[config.mk]
export PLATFORM = sky130hd
export DESIGN_NAME = fdd_queue
export DESIGN_NICKNAME = d
export VERILOG_FILES = /design/src/rtl/core/fdd_queue.sv
export SDC_FILE = /design/constraint.sdc
export NUM_CORES = 1
export LEC_CHECK = 0
export BUFFER_PORTS_ARGS = -buffer_cell sky130_fd_sc_hd__buf_2
export CORE_MARGIN = 4
export CORE_UTILIZATION = 48
export CTS_CLUSTER_DIAMETER = 50
export DETAILED_ROUTE_END_ITERATION = 10
export GPL_TIMING_DRIVEN = 0
export MAX_ROUTING_LAYER = met4
export PLACE_DENSITY_LB_ADDON = 0.1
export SYNTH_ARGS = -nofsm -noshare
export SYNTH_HDL_FRONTEND = slang
export SYNTH_SLANG_ARGS = --single-unit
export TNS_END_PERCENT = 100
[constraint.sdc]
create_clock -name clk_i -period 1.7 [get_ports clk_i]
set_input_delay 0.34 -clock clk_i [delete_from_list [all_inputs] [get_ports clk_i]]
set_output_delay 0.34 -clock clk_i [all_outputs]
set_load 0.05 [all_outputs]
[src/rtl/core/fdd_queue.sv]
`timescale 1ns / 1ps
// Short register queue that decouples the front end from the back end.
module fdd_queue #(
  parameter int unsigned Width = 8,
  parameter int unsigned Depth = 2
) (
  input  logic             clk_i,
  input  logic             rst_ni,
  input  logic             wr_valid_i,
  output logic             wr_ready_o,
  input  logic [Width-1:0] wr_data_i,
  output logic             rd_valid_o,
  input  logic             rd_ready_i,
  output logic [Width-1:0] rd_data_o
);

  localparam int unsigned PtrW = (Depth > 1) ? $clog2(Depth) : 1;
  localparam int unsigned CntW = $clog2(Depth + 1);

  logic [Width-1:0] mem_q [Depth];
  logic [PtrW-1:0]  wr_ptr_q, rd_ptr_q;
  logic [CntW-1:0]  count_q;
  logic             do_wr, do_rd;

  assign wr_ready_o = (count_q != CntW'(Depth));
  assign rd_valid_o = (count_q != '0);
  assign do_wr      = wr_valid_i && wr_ready_o;
  assign do_rd      = rd_valid_o && rd_ready_i;
  assign rd_data_o  = mem_q[rd_ptr_q];

  // Pointers wrap at the queue depth.
  always_ff @(posedge clk_i or negedge rst_ni) begin
    if (!rst_ni) begin
      wr_ptr_q <= '0;
      rd_ptr_q <= '0;
      count_q  <= '0;
    end else begin
      if (do_wr) begin
        wr_ptr_q <= (wr_ptr_q == PtrW'(Depth - 1)) ? '0 : wr_ptr_q + PtrW'(1);
      end
      if (do_rd) begin
        rd_ptr_q <= (rd_ptr_q == PtrW'(Depth - 1)) ? '0 : rd_ptr_q + PtrW'(1);
      end
      if (do_wr && !do_rd) begin
        count_q <= count_q + CntW'(1);
      end else if (do_rd && !do_wr) begin
        count_q <= count_q - CntW'(1);
      end
    end
  end

  // Entry storage.
  always_ff @(posedge clk_i) begin
    if (do_wr) begin
      mem_q[wr_ptr_q] <= wr_data_i;
    end
  end

endmodule

Yosys cells after proc, flatten, opt, wreduce, memory -nomap -nowiden
Memory sizes are Yosys's and may differ from the RTL's.
Index checks and enable logic that the tools add are counted.
{"block": "word_totals", "in_bits": 12, "latch_bits": 0, "mem_bits_ro": 0, "ram_bits": 16, "output_inout_bits": 10, "elab_cells": 23, "reg_bits": 4, "memories": 1}
{"name": "mem_q", "depth": 2, "word_bits": 8, "rd": 1, "rd_clocked_by_memory_dff": 0, "write_ports": 1, "line_no": "20", "rtl": "logic [Width-1:0] mem_q [Depth];"}
{"block": "classes", "shifts": 0, "n_mux": 6, "magnitude_cmp": 0, "n_addsub": 4, "eq_ne": 1, "bitwise": 0, "mul": 0, "n_reduce_logical": 8, "div_mod_pow": 0}
{"operator": "$logic_and A1 B1 Y1", "count": 4}
{"operator": "$mux W1", "count": 4}
{"operator": "$mux W2", "count": 2}
{"operator": "$reduce_bool A2 Y1", "count": 2}
{"operator": "$add A1 B1 Y1 const B", "count": 2}
{"operator": "$add A2 B1 Y2 const B", "count": 1}
{"operator": "$logic_not A1 Y1", "count": 2}
{"operator": "$ne A2 B2 Y1 const B", "count": 1}
{"operator": "$sub A2 B1 Y2 const B", "count": 1}

Longest topological paths before layout
Gate-level depths: netlist of run 1.
{"block": "depth", "depth_word": 6, "ltp_mapped": 7, "depth_no_buf": 7}

Worst setup path after synthesis of run 1
Ideal clock, no wire load.
{"block": "synth_path", "kind": "register to register", "start": "register count_q[0]", "end": "memory mem_q[0][0] (enable)", "setup_ns": 0.370, "arrival_ns": 1.131, "setup_slack_ns": 0.199, "path_buffers": 0, "stages_incl_launch_ff": 4, "required_ns": 1.330, "synth_period_minus_slack_ns": 1.501, "cell_sequence": "dfrtp_1 nand2b_4 nand2_1 nor2_1"}
{"block": "synth_between", "elab_chain_len": 4}
{"item": "from (decl)", "line_no": "22", "rtl": "logic [CntW-1:0] count_q;"}
{"item": "from (signal assigned)", "line_no": "45", "rtl": "count_q <= count_q + CntW'(1);"}
{"item": "from (signal assigned)", "line_no": "47", "rtl": "count_q <= count_q - CntW'(1);"}
{"item": "$ne A2 B2 Y1", "line_no": "25", "rtl": "assign wr_ready_o = (count_q != CntW'(Depth));"}
{"item": "via wr_ready_o", "line_no": "10", "rtl": "output logic wr_ready_o,"}
{"item": "$logic_and A1 B1 Y1", "line_no": "27", "rtl": "assign do_wr = wr_valid_i && wr_ready_o;"}
{"item": "$mux W1", "line_no": "54", "rtl": "if (do_wr) begin"}
{"item": "$mux W1 (implied by the code)", "line_no": "55", "rtl": "mem_q[wr_ptr_q] <= wr_data_i;"}
{"item": "to (decl)", "line_no": "20"}
The timed path passes the listed nets, and every way through them passes these cells.

Worst setup path in the final report of run 1
{"block": "layout_path", "start": "register rd_ptr_q", "end": "output port rd_data_o[1]"}
{"block": "layout_between", "elab_chain_len": 1}
{"item": "from (decl)", "line_no": "21", "rtl": "logic [PtrW-1:0] wr_ptr_q, rd_ptr_q;"}
{"item": "from (signal assigned)", "line_no": "42", "rtl": "rd_ptr_q <= (rd_ptr_q == PtrW'(Depth - 1)) ? '0 : rd_ptr_q + PtrW'(1);"}
{"item": "$mem_v2 Z2 W8"}
{"item": "to (decl)", "line_no": "14", "rtl": "output logic [Width-1:0] rd_data_o"}
Every way passes these cells.

==> results.cfg, run 1 <==
[final_layout]
syn_to_final_growth_pct = 31.32
layout-drive-gt1-share_pct = 54.93
fillers = 114
diodes = 0
fin_nets = 85
layout_common_cells = edfxtp_1, buf_2, buf_6
layout_commonest_cell = edfxtp_1
finish.instance_area_um2 = 1033

[sta]
slew_viol_final = 0
grt_setup_unrepaired = true
slew_headroom_pct = 72.25
setup_viol = 0
worst_pin_slew_ns = 0.4158
fin_crit_ns = 1.654
skew_ns = 0.001801
fmax_mhz = 604.4
finalHoldViolations = 0
setup_tns_ns = 0
hold_slack_ns = 0.2314
min_period_over_period_pct = 97.32

[floorplanning]
rows = 14
die_h_um = 48.49
ios = 22
initial_utilization_pct = 51.64
die_x_um = 48.49
die-area_um2 = 2351
coreArea_um2 = 1524

[clocking]
cts-buffers-inserted = 3
clockBufferDepth = 2
cts_root_buffer = clkbuf_4
clock_latency_ns = 0.29
cts_htree_levels = 1
clock_sinks = 20
cts_tree = done
cts.clk_slew.worst_paths_ns = 0.11

[synth]
syn_area_um2 = 787.0
yosysSeqAreaShare_pct = 73.77
avgSynthCellArea_um2 = 18.30
synth_seq_cells = 20
ys_types = 14
yosysWarnings = 0
syn-num-nets = 56
syn-instance-count = 43

[routing]
wl_mm = 1.219
drc_errors = 0
viasPerCell = 4.839
via_count = 421
drtIter0Drc = 2
wl_per_cell_um = 14.01
ant_nets = 0
firstDrtPassIters = 3

[global_routing]
antenna_found_initial = 0
grt_max_degree = 12
grt_busiest_layer = met2
grt_pass1_vias = 440
use_met1_pct = 12.83
grt_overflow = 0
grt_pass1_wl_mm = 1.959
use_met3_pct = 3.681
track_usage_pct = 11.00
met2_usage_pct = 17.61

[placement]
io_buffers = 21
hpwl_um = 815.1
gp_congestion = 0.6379
placed_area_um2 = 912.1

[critical_path]
slowest_stage = dfrtp_1
end_kind = primary output
path_common_cell = buf_6
cp-start-kind = flop
crit_required_ns = 1.36
crit_chain = buf_6 > mux2_2 > buf_6
critPathBufInv = 2
path_max_fanout = 5
arrival_ns = 1.31
cp_slowest_stage_delay_ns = 0.39
path_class = reg2out
path_delay_family = flip-flops

[status]
status = finished, final reports clean

[power]
p_per_area_nw_per_um2 = 2038
max-vdd-ir-drop_uv = 1021
p_leak_nw = 0.4273

[min_path]
hold_path.class = in2reg

[job]
drv_cap = 0
[report_power, final]
part | internal (mW) | switching (mW)
combinational | 0.470 | 0.654
clock | 0.0853 | 0.137
sequential | 0.685 | 0.0751
[Yosys cell counts, drive strengths merged]
library cell / number / share of area [%]
xnor2: 3 / 3.3
mux2: 8 / 11
nand2: 2 / 1.9
nor2: 2 / 0.95
and3: 1 / 0.80
or2: 1 / 1.1
inv: 1 / 0.48
dfrtp: 4 / 13
ha: 1 / 1.6
nand2b: 1 / 1.7
buf: 1 / 0.64
xor2: 2 / 2.2
edfxtp: 16 / 61
[stage by stage]
step | total power, mW | setup slack, ns | util, % | cells
final | 2.106 | 0.04559 | 67.82 | 87
after global routing | 2.220 | -0.02897 | 67.82 | 87
after CTS | 1.951 | 0.009312 | 63.14 | 85
after detailed placement | 1.690 | 0.09368 | 59.85 | 80
after global placement | 1.683 | 0.1160 | 59.85 | 80
after floorplan | 1.512 | 0.1991 | - | 43
[repair_timing]
action	CTS	global route
endpoints found under the setup margin	8	16
gates resized for setup	5	23
hold buffers	1	0
gates cloned	0	1
pin swaps	0	0
hold endpoints to repair	4	0
buffers inserted	0	1
[layout make-up]
class,instances,area (um2),share of cell area (%)
flip-flops and latches,20,580.6,56.17
multi-input cells,21,203.9,19.73
plain buffers,1,11.26,1.090
clock buffers,3,22.52,2.179
repair buffers,24,187.7,18.16
well taps,16,20.02,1.937
clock inverters,1,3.754,0.3632
inverters,1,3.754,0.3632
[state kept, by name, indices dropped and copies added (netlist names)]
name / flops
count_q: 2
mem_q: 16
rd_ptr_q: 1
wr_ptr_q: 1
[per-layer routing]
metal | share of wire, % | vias to the layer above
met2 | 49 | 13
met5 | 0 | -
met1 | 44 | 198
met3 | 6.7 | 0
li1 | - | 210
met4 | 0 | 0
[cells by family (layout without fill, tap and decap cells)]
kind of cell | Yosys count | after routing | share of synthesized area (%)
DFF | 20 | 20 | 73.77
muxes | 8 | 8 | 11.45
and+or+nand+nor | 7 | 7 | 6.518
xor gates and xnor gates | 5 | 5 | 5.565
buffers and inverters | 2 | 30 | 1.112
adders and majority gates | 1 | 1 | 1.590
[worst paths after layout]
path | slack (ns) | cells after the start | from | endpoint
max | 0.05 | 3 | rd_ptr_q$_DFFE_PN0P_ | rd_data_o[1]
max in group asynchronous | 1.22 | 2 | rst_ni | wr_ptr_q$_DFFE_PN0N_
min reg2reg | 0.52 | 1 | wr_ptr_q$_DFFE_PN0N_ | wr_ptr_q$_DFFE_PN0N_
min in group asynchronous | 0.36 | 2 | rst_ni | count_q[0]$_DFFE_PN0P_
min | 0.23 | 1 | wr_data_i[7] | mem_q[0][7]$_DFFE_PP_
max reg2reg | 0.26 | 6 | count_q[0]$_DFFE_PN0P_ | count_q[1]$_DFFE_PN0P_
(Power assumes the default switching activity.)
==> inputs of run 2 (changes only) <==
--- a/config.mk
+++ b/config.mk
@@ -7,7 +7,8 @@
 export LEC_CHECK = 0
 export BUFFER_PORTS_ARGS = -buffer_cell sky130_fd_sc_hd__buf_2
 export CORE_MARGIN = 4
-export CORE_UTILIZATION = 48
+export CORE_UTILIZATION = 30
+export CTS_BUF_LIST = sky130_fd_sc_hd__clkbuf_8
 export CTS_CLUSTER_DIAMETER = 50
 export DETAILED_ROUTE_END_ITERATION = 10
 export GPL_TIMING_DRIVEN = 0
==> run 2 against run 1 <==
Die area up 49%. Clock power up 36%. Sequential cell count unchanged. Non-clock buffer count down 2. Hold slack better by 0.047 ns. Combinational power down 14%. Critical path type unchanged. Highest routed layer unchanged. Largest power group unchanged.
==> results.cfg, run 2 (synthesized netlist as in run 1, its figures left out) <==
[placement]
place_inst = 94
io_buffers = 21
placed_area_um2 = 929.6
gp_congestion = 0.6412
dpl_worst_slack_ns = 0.04100

[floorplanning]
coreArea_um2 = 2500
rows = 18
ios = 22
initial_utilization_pct = 31.48
die_h_um = 59.22
die-area_um2 = 3507
die_x_um = 59.22

[critical_path]
path_class = reg2out
arrival_ns = 1.30
rr_worst_depth = 6
crit_required_ns = 1.36
ff2ff_setup_slack_ns = 0.27
path_delay_family = buffers and inverters
r2r-start = count_q[0]$_DFFE_PN0P_
r2r-end = count_q[1]$_DFFE_PN0P_
critPathBufInv = 2
end_kind = primary output
path_max_fanout = 9
crit_chain = buf_6 > mux2_2 > clkbuf_4
cp_slowest_stage_delay_ns = 0.35
cp-start-kind = flop
slowest_stage = dfrtp_1

[final_layout]
diodes = 0
finish.instance_area_um2 = 996.0
fin_nets = 83
layout-drive-gt1-share_pct = 53.62
layout.cells.non_filler = 99
utilization_pct = 39.84
reg_top3 = mem_q x16, count_q x2
fillers = 245
largest_register_ffs = 16
syn_to_final_growth_pct = 26.55
top_register = mem_q
layout_commonest_cell = buf_2
layout_common_cells = buf_2, edfxtp_1, mux2_2

[sta]
setup_tns_ns = 0
setup_slack_ns = 0.06003
min_period_over_period_pct = 96.47
fin_crit_ns = 1.640
finalHoldViolations = 0
fmax_mhz = 609.8
hold_slack_ns = 0.2783
setup_viol = 0
grt_setup_unrepaired = false
worst_pin_slew_ns = 0.4535
slew_viol_final = 0
skew_ns = 0.001108
slew_headroom_pct = 69.73

[routing]
viasPerCell = 4.212
drtIter0Drc = 1
via_count = 417
wl_mm = 1.277
wl_per_cell_um = 12.90
ant_nets = 0
drc_errors = 0
firstDrtPassIters = 3

[global_routing]
grt_pass1_wl_mm = 2.021
antenna_found_initial = 0
track_usage_pct = 8.201
grt_max_degree = 12
grt_pass1_vias = 457
grt_overflow = 0

[clocking]
cts-buffers-inserted = 3
cts_setup_buffers = 0
cts_tree = done
cts_htree_levels = 1
clock_latency_ns = 0.25
clockBufferDepth = 2
cts.clk_slew.worst_paths_ns = 0.07
clock_sinks = 20
cts_root_buffer = clkbuf_8

[min_path]
holdPathStages = 1
hold_path.class = in2reg
holdPathEnd = mem_q[0][2]$_DFFE_PP_
hp-start = wr_data_i[2]

[power]
p_per_area_nw_per_um2 = 2021
p_leak_nw = 0.4023
report.power.total_mw = 2.012
max-vdd-ir-drop_uv = 1192

[job]
drv_cap = 0

[status]
status = finished, final reports clean
## run 2: cell types whose count changed in the layout (fill, tap and decap cells not counted)
cell      previous run  this run
clkbuf_8             0         3
buf_4                1         0
mux2_4               1         0
buf_6                9         1
clkbuf_4             3         1
mux2_2               7         8
buf_8                1         0
buf_2               13        20
## run 2: final cells by class
type	count	area, um2	share of cell area, %
Sequential cell	20	580.6	58.29
Inverter	1	3.754	0.3769
Clock buffer	3	41.29	4.146
Timing Repair Buffer	22	117.6	11.81
Tap cell	30	37.54	3.769
Multi-Input combinational cell	21	200.2	20.10
Buffer	1	11.26	1.131
Clock inverter	1	3.754	0.3769
## run 2: where the power goes
part | total (mW) | internal, mW | switching [mW]
clock | 0.302 | 0.160 | 0.142
sequential | 0.752 | 0.686 | 0.0663
combinational | 0.958 | 0.321 | 0.637
total | 2.01 | 1.17 | 0.845
## run 2: what timing repair did
item                                    CTS  global route
resized for setup                         1             3
hold buffers                              1             0
hold endpoints to repair                  4             0
endpoints found under the setup margin    8            16
pin swaps                                 0             0
## run 2: how the worst max path moves through the flow
stage,start,end,slack [ns],depth (start not counted)
3_5_place_dp,count_q[0]$_DFFE_PN0P_,mem_q[0][4]$_DFFE_PP_,0.04,3
6_report,rd_ptr_q$_DFFE_PN0P_,rd_data_o[2],0.06,3
3_3_place_gp,count_q[0]$_DFFE_PN0P_,mem_q[0][4]$_DFFE_PP_,0.04,3
5_1_grt,rd_ptr_q$_DFFE_PN0P_,rd_data_o[2],0.01,3
2_1_floorplan,count_q[0]$_DFFE_PN0P_,mem_q[0][0]$_DFFE_PP_,0.20,3
4_1_cts,rd_ptr_q$_DFFE_PN0P_,rd_data_o[2],0.03,3
## run 2: metal layers
layer	vias to the layer above	routed length, um	track usage, %
li1	206	-	-
met1	198	519	8.690
met2	13	663	13.88
met3	0	94	2.397
met4	0	0	3.883
met5	-	0	-
