==> src/rtl/core/fdd_pkg.sv <==
`timescale 1ns / 1ps
// Shared widths, constants and series tables for the phasor channel sum block.
package fdd_pkg;

  // Fixed field widths.
  localparam int unsigned CfgW     = 32;
  localparam int unsigned CfgAddrW = 3;
  localparam int unsigned FreqW    = 32;
  localparam int unsigned DmW      = 24;
  localparam int unsigned DelayW   = 24;
  localparam int unsigned SampleW  = 24;
  localparam int unsigned SumW     = 56;

  // The phase product is kept modulo one turn, which is 2^66 at this scale.
  localparam int unsigned PhaseAccW = 66;

  // Depth of the queue between front end and back end.
  localparam int unsigned QueueDepth = 2;

  // 2*pi in Q3.30 and one in Q1.30.
  localparam logic [32:0] TwoPiQ30 = 33'd6746518852;
  localparam logic [30:0] Q30One   = 31'h4000_0000;

  // Series term indexes: sine terms first, then cosine terms.
  localparam int unsigned TermW = 4;
  localparam logic [TermW-1:0] SineFirst = 4'd0;
  localparam logic [TermW-1:0] SineLast  = 4'd3;
  localparam logic [TermW-1:0] CosFirst  = 4'd4;
  localparam logic [TermW-1:0] CosLast   = 4'd8;

  // Divisor of each series term.
  function automatic logic [6:0] term_div(input logic [TermW-1:0] idx);
    logic [6:0] k;
    case (idx)
      4'd0:    k = 7'd72;
      4'd1:    k = 7'd42;
      4'd2:    k = 7'd20;
      4'd3:    k = 7'd6;
      4'd4:    k = 7'd90;
      4'd5:    k = 7'd56;
      4'd6:    k = 7'd30;
      4'd7:    k = 7'd12;
      4'd8:    k = 7'd2;
      default: k = 7'd1;
    endcase
    return k;
  endfunction

  // floor(2^32 / divisor) for each series term.
  function automatic logic [31:0] term_recip(input logic [TermW-1:0] idx);
    logic [31:0] m;
    case (idx)
      4'd0:    m = 32'd59652323;
      4'd1:    m = 32'd102261126;
      4'd2:    m = 32'd214748364;
      4'd3:    m = 32'd715827882;
      4'd4:    m = 32'd47721858;
      4'd5:    m = 32'd76695844;
      4'd6:    m = 32'd143165576;
      4'd7:    m = 32'd357913941;
      4'd8:    m = 32'd2147483648;
      default: m = 32'd0;
    endcase
    return m;
  endfunction

endpackage

==> src/rtl/core/fdd_front.sv <==
`timescale 1ns / 1ps
// Front end: accepts channel items and works out the phase with one shared multiplier.
module fdd_front #(
  parameter int unsigned PHASOR_BITS = 16
) (
  input  logic                                  clk_i,
  input  logic                                  rst_ni,
  input  logic [fdd_pkg::CfgW-1:0]              sample_time_i,
  input  logic                                  in_valid_i,
  output logic                                  in_ready_o,
  input  logic [fdd_pkg::FreqW-1:0]             spin_freq_i,
  input  logic [fdd_pkg::DmW-1:0]               dm_value_i,
  input  logic [fdd_pkg::DelayW-1:0]            channel_delay_i,
  input  logic signed [fdd_pkg::SampleW-1:0]    sample_re_i,
  input  logic signed [fdd_pkg::SampleW-1:0]    sample_im_i,
  input  logic                                  last_channel_i,
  output logic                                  push_valid_o,
  input  logic                                  push_ready_i,
  output logic [PHASOR_BITS-1:0]                push_phase_o,
  output logic signed [fdd_pkg::SampleW-1:0]    push_re_o,
  output logic signed [fdd_pkg::SampleW-1:0]    push_im_o,
  output logic                                  push_last_o
);

  localparam int unsigned AccW = fdd_pkg::PhaseAccW;

  // Step codes of the phase sequence.
  localparam logic [2:0] StMulA  = 3'd0;
  localparam logic [2:0] StMulB  = 3'd1;
  localparam logic [2:0] StLoadB = 3'd2;
  localparam logic [2:0] StPp0   = 3'd3;
  localparam logic [2:0] StPp1   = 3'd4;
  localparam logic [2:0] StPp2   = 3'd5;
  localparam logic [2:0] StPp3   = 3'd6;
  localparam logic [2:0] StPush  = 3'd7;

  logic                              busy_q, busy_d;
  logic [2:0]                        step_q, step_d;
  logic [fdd_pkg::FreqW-1:0]         sf_q;
  logic [fdd_pkg::DmW-1:0]           dm_q;
  logic [fdd_pkg::DelayW-1:0]        dl_q;
  logic signed [fdd_pkg::SampleW-1:0] re_q, im_q;
  logic                              last_q;
  logic [63:0]                       a_q;
  logic [47:0]                       b_q;
  logic [63:0]                       prod_q, prod_d;
  logic [AccW-1:0]                   acc_q, acc_d;
  logic [AccW-1:0]                   acc_final;
  logic [31:0]                       mul_a, mul_b;

  // Operand selection for the shared multiplier.
  always_comb begin
    mul_a = '0;
    mul_b = '0;
    case (step_q)
      StMulA: begin
        mul_a = sf_q;
        mul_b = sample_time_i;
      end
      StMulB: begin
        mul_a = {8'b0, dm_q};
        mul_b = {8'b0, dl_q};
      end
      StPp0: begin
        mul_a = a_q[31:0];
        mul_b = {8'b0, b_q[23:0]};
      end
      StPp1: begin
        mul_a = a_q[31:0];
        mul_b = {8'b0, b_q[47:24]};
      end
      StPp2: begin
        mul_a = a_q[63:32];
        mul_b = {8'b0, b_q[23:0]};
      end
      StPp3: begin
        mul_a = a_q[63:32];
        mul_b = {8'b0, b_q[47:24]};
      end
      default: begin
        mul_a = '0;
        mul_b = '0;
      end
    endcase
  end

  assign prod_d = {32'b0, mul_a} * {32'b0, mul_b};

  // Partial products land in the modulo-one accumulator at their weights.
  assign acc_final = acc_q + ({2'b0, prod_q} << 56);

  always_comb begin
    acc_d = acc_q;
    case (step_q)
      StPp1:   acc_d = {2'b0, prod_q};
      StPp2:   acc_d = acc_q + ({2'b0, prod_q} << 24);
      StPp3:   acc_d = acc_q + ({2'b0, prod_q} << 32);
      default: acc_d = acc_q;
    endcase
  end

  // Sequencer control.
  always_comb begin
    busy_d = busy_q;
    step_d = step_q;
    if (!busy_q) begin
      if (in_valid_i) begin
        busy_d = 1'b1;
        step_d = StMulA;
      end
    end else if (step_q == StPush) begin
      if (push_ready_i) begin
        busy_d = 1'b0;
      end
    end else begin
      step_d = step_q + 3'd1;
    end
  end

  always_ff @(posedge clk_i or negedge rst_ni) begin
    if (!rst_ni) begin
      busy_q <= 1'b0;
      step_q <= StMulA;
    end else begin
      busy_q <= busy_d;
      step_q <= step_d;
    end
  end

  // Item payload and arithmetic registers; the last partial product holds while
  // the push waits.
  always_ff @(posedge clk_i) begin
    if (!busy_q && in_valid_i) begin
      sf_q   <= spin_freq_i;
      dm_q   <= dm_value_i;
      dl_q   <= channel_delay_i;
      re_q   <= sample_re_i;
      im_q   <= sample_im_i;
      last_q <= last_channel_i;
    end
    if (step_q == StMulB) begin
      a_q <= prod_q;
    end
    if (step_q == StLoadB) begin
      b_q <= prod_q[47:0];
    end
    if (step_q != StPush) begin
      prod_q <= prod_d;
    end
    acc_q  <= acc_d;
  end

  assign in_ready_o   = !busy_q;
  assign push_valid_o = busy_q && (step_q == StPush);
  assign push_phase_o = acc_final[AccW-1 -: PHASOR_BITS];
  assign push_re_o    = re_q;
  assign push_im_o    = im_q;
  assign push_last_o  = last_q;

endmodule

==> config.mk <==
export PLATFORM = sky130hd
export DESIGN_NAME = fdd_front
export DESIGN_NICKNAME = d
export VERILOG_FILES = /design/src/rtl/core/fdd_pkg.sv /design/src/rtl/core/fdd_front.sv
export SDC_FILE = /design/constraint.sdc
export NUM_CORES = 2
export LEC_CHECK = 0
export BUFFER_PORTS_ARGS = -buffer_cell sky130_fd_sc_hd__buf_2
export CAP_MARGIN = 25
export CORE_ASPECT_RATIO = 0.75
export CORE_UTILIZATION = 41
export CTS_CLUSTER_DIAMETER = 40
export DETAILED_ROUTE_END_ITERATION = 8
export GPL_ROUTABILITY_DRIVEN = 0
export SLEW_MARGIN = 20
export SYNTH_ARGS = -nofsm -noshare
export SYNTH_HDL_FRONTEND = slang
export SYNTH_SLANG_ARGS = --single-unit
==> constraint.sdc <==
create_clock -name clk_i -period 18.9 [get_ports clk_i]
set_input_delay 0.945 -clock clk_i [delete_from_list [all_inputs] [get_ports clk_i]]
set_output_delay 0.945 -clock clk_i [all_outputs]
set_load 0.01 [all_outputs]
# After elaboration in Yosys (flattened, before gate mapping)
# Cells that the tools add are included.
# word_totals
reg_bits	375
out_inout_bits	67
word_cells	47
# classes
addsub	4
n_mul	1
n_eq_ne	9
mux	10
n_reduce_logical	11
# op_table
operator	count
32-bit one-hot mux with 4 select lines	2
66-bit adder	3
66-bit one-hot mux with 3 select lines	1
32-bit by 32-bit multiplier with 64-bit output	1
3-bit equality test (second input constant)	4
3-bit two-way mux	3
2-bit OR reduction	4
3-bit by 2-bit equality test with 1-bit output (second input constant)	2
1-bit two-way mux	4
3-bit by 1-bit adder with 3-bit output (second input constant)	1
3-bit by 1-bit equality test with 1-bit output (second input constant)	1
3-bit zero test	1
3-bit != test (second input constant)	1
3-bit nonzero test	1
1-bit logical AND	2
2-bit != test (second input constant)	1
2-bit AND reduction	1
2-bit nonzero test	1
1-bit zero test	1

# Longest topological paths before layout
# depth
ltp_word	4
ltp_mapped	37
depth_no_buf	32

# Worst setup path after synthesis
# Ideal clock, no wire load.
# synth_path
path_kind	register to register
startpoint	register step_q[1]
endpoint	register prod_q[58] (data pin)
setup_ns	0.260
arrival_time_ns	9.895
path_slack_ns	8.745
path_stages_with_launch	32
n_path_buf	4
cell_sequence	dfrtp_1 > inv_1 > ha_1 > nor2b_1 > clkbuf_1 > buf_1 > a22o_1 > a221o_1 > clkbuf_1 > nand2_1 > fa_1 > inv_1 > fa_1 > inv_1 > fa_1 > fa_1 > inv_1 > fa_1 > fa_1 > fa_1 > fa_1 > ha_1 > clkbuf_1 > and3_1 > and2_1 > a221oi_1 > nor4_1 > o21ai_1 > a311oi_2 > o21a_1 > a21oi_1 > xnor2_1
# synth_between
elab_chain_cells	4
elab_cells_between_ends	13
# synth_rtl
item	line	rtl
start, declared	fdd_front.sv:38	logic [2:0] step_q, step_d;
start signal, assigned	fdd_front.sv:123	step_q <= StMulA;
start signal, assigned	fdd_front.sv:126	step_q <= step_d;
3-bit equality test / 3-bit by 2-bit equality test with 1-bit output (equally long branches)	fdd_front.sv:55	case (step_q)
2-bit OR reduction (no source line)	n/a	
32-bit one-hot mux with 4 select lines	fdd_front.sv:55	
32-bit by 32-bit multiplier with 64-bit output (*)	fdd_front.sv:87	assign prod_d = {32'b0, mul_a} * {32'b0, mul_b};
net prod_d[58]	fdd_front.sv:46	logic [63:0] prod_q, prod_d;
end signal, assigned	fdd_front.sv:148	prod_q <= prod_d;
end, declared	fdd_front.sv:46	
# Mark *: on every way through the listed nets, which the timed path passes. The rest lies on a longest branch.
# A chain may end at the register's enable or synchronous reset.

# Worst setup path after layout
# Ends and elaborated chain as after synthesis.

==> results.md <==
| Item | Reported | Unit |
| --- | --- | --- |
| Synthesis-to-finish area growth | 9.513 | % |
| Setup slack after layout | 8.005 | ns |
| Cell with the most instances on the worst path | fa_1 | - |
| Number of placed I/O pins | 232 | - |
| Source-to-sink clock delay at the later pin of the worst-skew pair | 0.57 | ns |
| Number of different library cells in the post-synthesis netlist | 85 | - |
| Req. time, crit path | 19.20 | ns |
| Aggregate global-route resource usage | 28.97 | % |
| Number of enable flip-flop cells after synthesis | 347 | - |
| I/O Buffers | 231 | - |
| Shortest clock period the worst path allows after layout | 10.89 | ns |
| Max-cap violations | 0 | - |
| Tcrit/Tclk final | 57.64 | % |
| Effective utilization at floorplan | 41.59 | % |
| Fin cells | 6,729 | - |
| TritonRoute pass-1 iters | 6 | - |
| Die ar. | 0.1218 | sq mm |
| Fin. Hold Viols | 0 | - |
| Primary FF master, synth | edfxtp_1 | - |
| Worst Max-Slew Pin Slew | 1.147 | ns |
| Max transition margin | 23.51 | % |
| Crit-path leading delay family | adder cells | - |
| TritonCTS clock tree | yes | - |
| Clock edge transition at the registers on the reported setup and hold paths | 0.07 | ns |
| DIE HEIGHT | 302.5 | um |
| Critical Path Fanout Max | 63 | - |
| Largest net degree at the start of global routing | 82 | - |
| Setup repair after global routing missed its margin | no | - |
| Post-CTS setup repair buffer count | 0 | - |
| Post-placement cell count | 6,653 | - |
| Post-Syn Area | 0.04935 | sq mm |
| Max Clock Freq | 91.79 | MHz |
| Drt total wl | 174.4 | mm |
| Area of the core | 0.1187 | sq mm |
| Element type at the critical path start | flop | - |
| Total via count in the routed design | 38,439 | - |
| Synth Warn # | 0 | - |
| Setup TNS | 0 | ns |
| Result of the run | finished, final reports clean | - |
| Async set-or-reset flop fraction in the synthesized netlist | 1.140 | % |
| Average footprint of a synthesized cell | 9.838 | sq um |
| Sequential-to-total area share from yosys stat | 21.32 | % |
| Final setup vio count | 0 | - |
| Flop-to-flop setup slack | 8.01 | ns |
| Number of CTS-inserted buffers | 39 | - |
| Number of global-route vias before repair | 38,609 | - |
| Element type at the critical path end | flop | - |
| Post-cts sizing count | 0 | - |
| Cell with the largest stage delay on the worst path | a221o_1 | - |
| Worst slack at placement | 8.243 | ns |
| Global route total overflow | 0 | - |
| Share of cells above drive strength 1 | 9.758 | % |
| Max Slew Vio Count | 0 | - |
| Num rows | 109 | - |
| Path category of the worst min-delay check | in -> async | - |
| Remaining number of nets flagged by the antenna check after routing | 0 | - |
| Die extent in x | 402.6 | um |
| Root cell of the clock tree | clkbuf_16 | - |
| Critical path data arrival time | 11.20 | ns |
| Longest individual stage delay on the worst path | 0.85 | ns |
| Fin nets | 6,560 | - |
| HPWL after detailed placement | 134.2 | mm |
| Number of violations reported at the end of detailed-routing iteration 0 | 4,889 | - |
| Htree depth | 2 | - |
| Routed wire length per instance | 25.92 | um |
| Global-route wire length before repair | 257.3 | mm |
| Fillcell total | 11,338 | - |
| Vias per cell | 5.712 | - |
| Sink count of the clock tree | 351 | - |
| Remaining design rule violation count | 0 | - |
| Net count after synthesis | 6,431 | - |
| Clk buf depth | 3 | - |
| Gate count of the mapped netlist | 5,016 | - |
| Antenna fix cells | 0 | - |
| Flops & latches, synth | 351 | - |
| Start-to-end type of the worst setup path | reg -> reg | - |
| Clock Skews | 0.02897 | ns |
| Number of antenna violations at the first check in global routing | 14 | - |
| Buffer and inverter count on the worst path | 8 | - |
| CTS Hold Bufs | 0 | - |
[worst paths after layout]
| path | start | endpoint | depth (start not counted) |
|---|---|---|---|
| min in group clk_i | prod_q[51]$_DFFE_PP_ | a_q[51]$_DFFE_PN_ | 0 |
| min reg2reg | prod_q[51]$_DFFE_PP_ | a_q[51]$_DFFE_PN_ | 0 |
| max | step_q[1]$_DFFE_PN0P_ | prod_q[58]$_DFFE_PP_ | 31 |
| min | rst_ni | busy_q$_DFF_PN0_ | 1 |
| max reg2reg | step_q[1]$_DFFE_PN0P_ | prod_q[58]$_DFFE_PP_ | 31 |
| max in group asynchronous | rst_ni | step_q[0]$_DFFE_PN0P_ | 1 |
[metrics by stage]
step                hold slack [ns]  instance area [sq um]  utilization [%]
floorplan                    0.4262                  49350                -
global placement             0.5004                  52590            44.32
detailed placement           0.4878                  52600            44.33
CTS                          0.1787                  53950            45.47
global route                 0.1816                  54040            45.55
finish                       0.1863                  54040            45.55
[sequential cells by signal, summed over array words and instances (netlist names)]
| register | count |
|---|---|
| a_q | 64 |
| push_im_o | 24 |
| dm_q | 24 |
| dl_q | 24 |
| busy_q | 1 |
| step_q | 3 |
| b_q | 48 |
| push_re_o | 24 |
| prod_q | 64 |
| push_last_o | 1 |
| sf_q | 32 |
| acc_q | 42 |
[Yosys cell counts (13+ instances only)]
library cell  instances  area (sq um)
nand2_1             607          2278
o21a_1               13         97.59
and2_1               26         162.7
edfxtp_1            347         10420
a22o_1               52         455.4
a21o_1               77         578.1
clkbuf_1            220         825.8
xnor2_1              83         727.0
a221o_1              51         510.5
nand4_1              35         219.0
ha_1                351          4392
a221oi_2             19         285.3
nand3_1              29         145.1
a221oi_1             32         280.3
o21bai_1             27         202.7
xor2_1               50         437.9
a31oi_1              17         106.4
buf_2                25         125.1
a21oi_1             155         775.7
nor2b_1              21         131.4
nor3_1               23         115.1
and3_1               19         118.9
nor2_1              614          2305
inv_1               919          3450
a22oi_1              31         232.7
o21ai_0              99         495.5
fa_1                899         18000
buf_4                16         120.1
[logic make-up (layout without fill, tap and decap cells)]
| kind of cell | after synthesis | in the layout | share of synthesized area, % |
|---|---|---|---|
| AO/OA/AOI/OAI | 665 | 665 | 9.827 |
| XOR/XNOR | 134 | 134 | 2.393 |
| adder cells (fa/ha/maj) | 1250 | 1250 | 45.37 |
| buffers and inverters | 1193 | 1352 | 9.264 |
| flip-flops | 351 | 351 | 21.32 |
| multiplexers | 4 | 4 | 0.08367 |
| AND/OR/NAND/NOR | 1419 | 1419 | 11.75 |
[layer usage]
layer / track usage, % / up-vias / part of all wire [%]
met4: 8.679 / 0 / 3.5
met2: 40.92 / 2353 / 41
met3: 9.066 / 336 / 14
li1: - / 16190 / -
met1: 42.34 / 19560 / 42
met5: 0.1526 / - / 0
[layout make-up]
class / instances / area [sq um] / area share [%]
Multi-Input combinational cell: 3472 / 34580 / 63.98
Sequential cell: 351 / 10520 / 19.47
Inverter: 919 / 3450 / 6.383
Timing Repair Buffer: 362 / 2207 / 4.084
Tap cell: 1554 / 1944 / 3.598
Clock buffer: 46 / 1023 / 1.894
Clock inverter: 25 / 321.6 / 0.5950
[cells in the final DEF (no fill, tap or decap), types with 24 or more instances in the layout]
master / instances
a21oi_1: 155
xor2_1: 50
clkbuf_16: 41
edfxtp_1: 347
inv_1: 918
nand3_1: 29
o21ai_0: 99
buf_2: 231
and2_1: 24
o21bai_1: 27
a221o_1: 50
xnor2_1: 83
buf_4: 125
a21o_1: 77
fa_1: 899
ha_1: 351
a22o_1: 52
a221oi_2: 35
nand4_1: 35
a22oi_1: 31
nor2_1: 613
nand2_1: 604
Power is not shown: default switching activity piles up to over one toggle a cycle in this logic, so the estimate is an artifact.
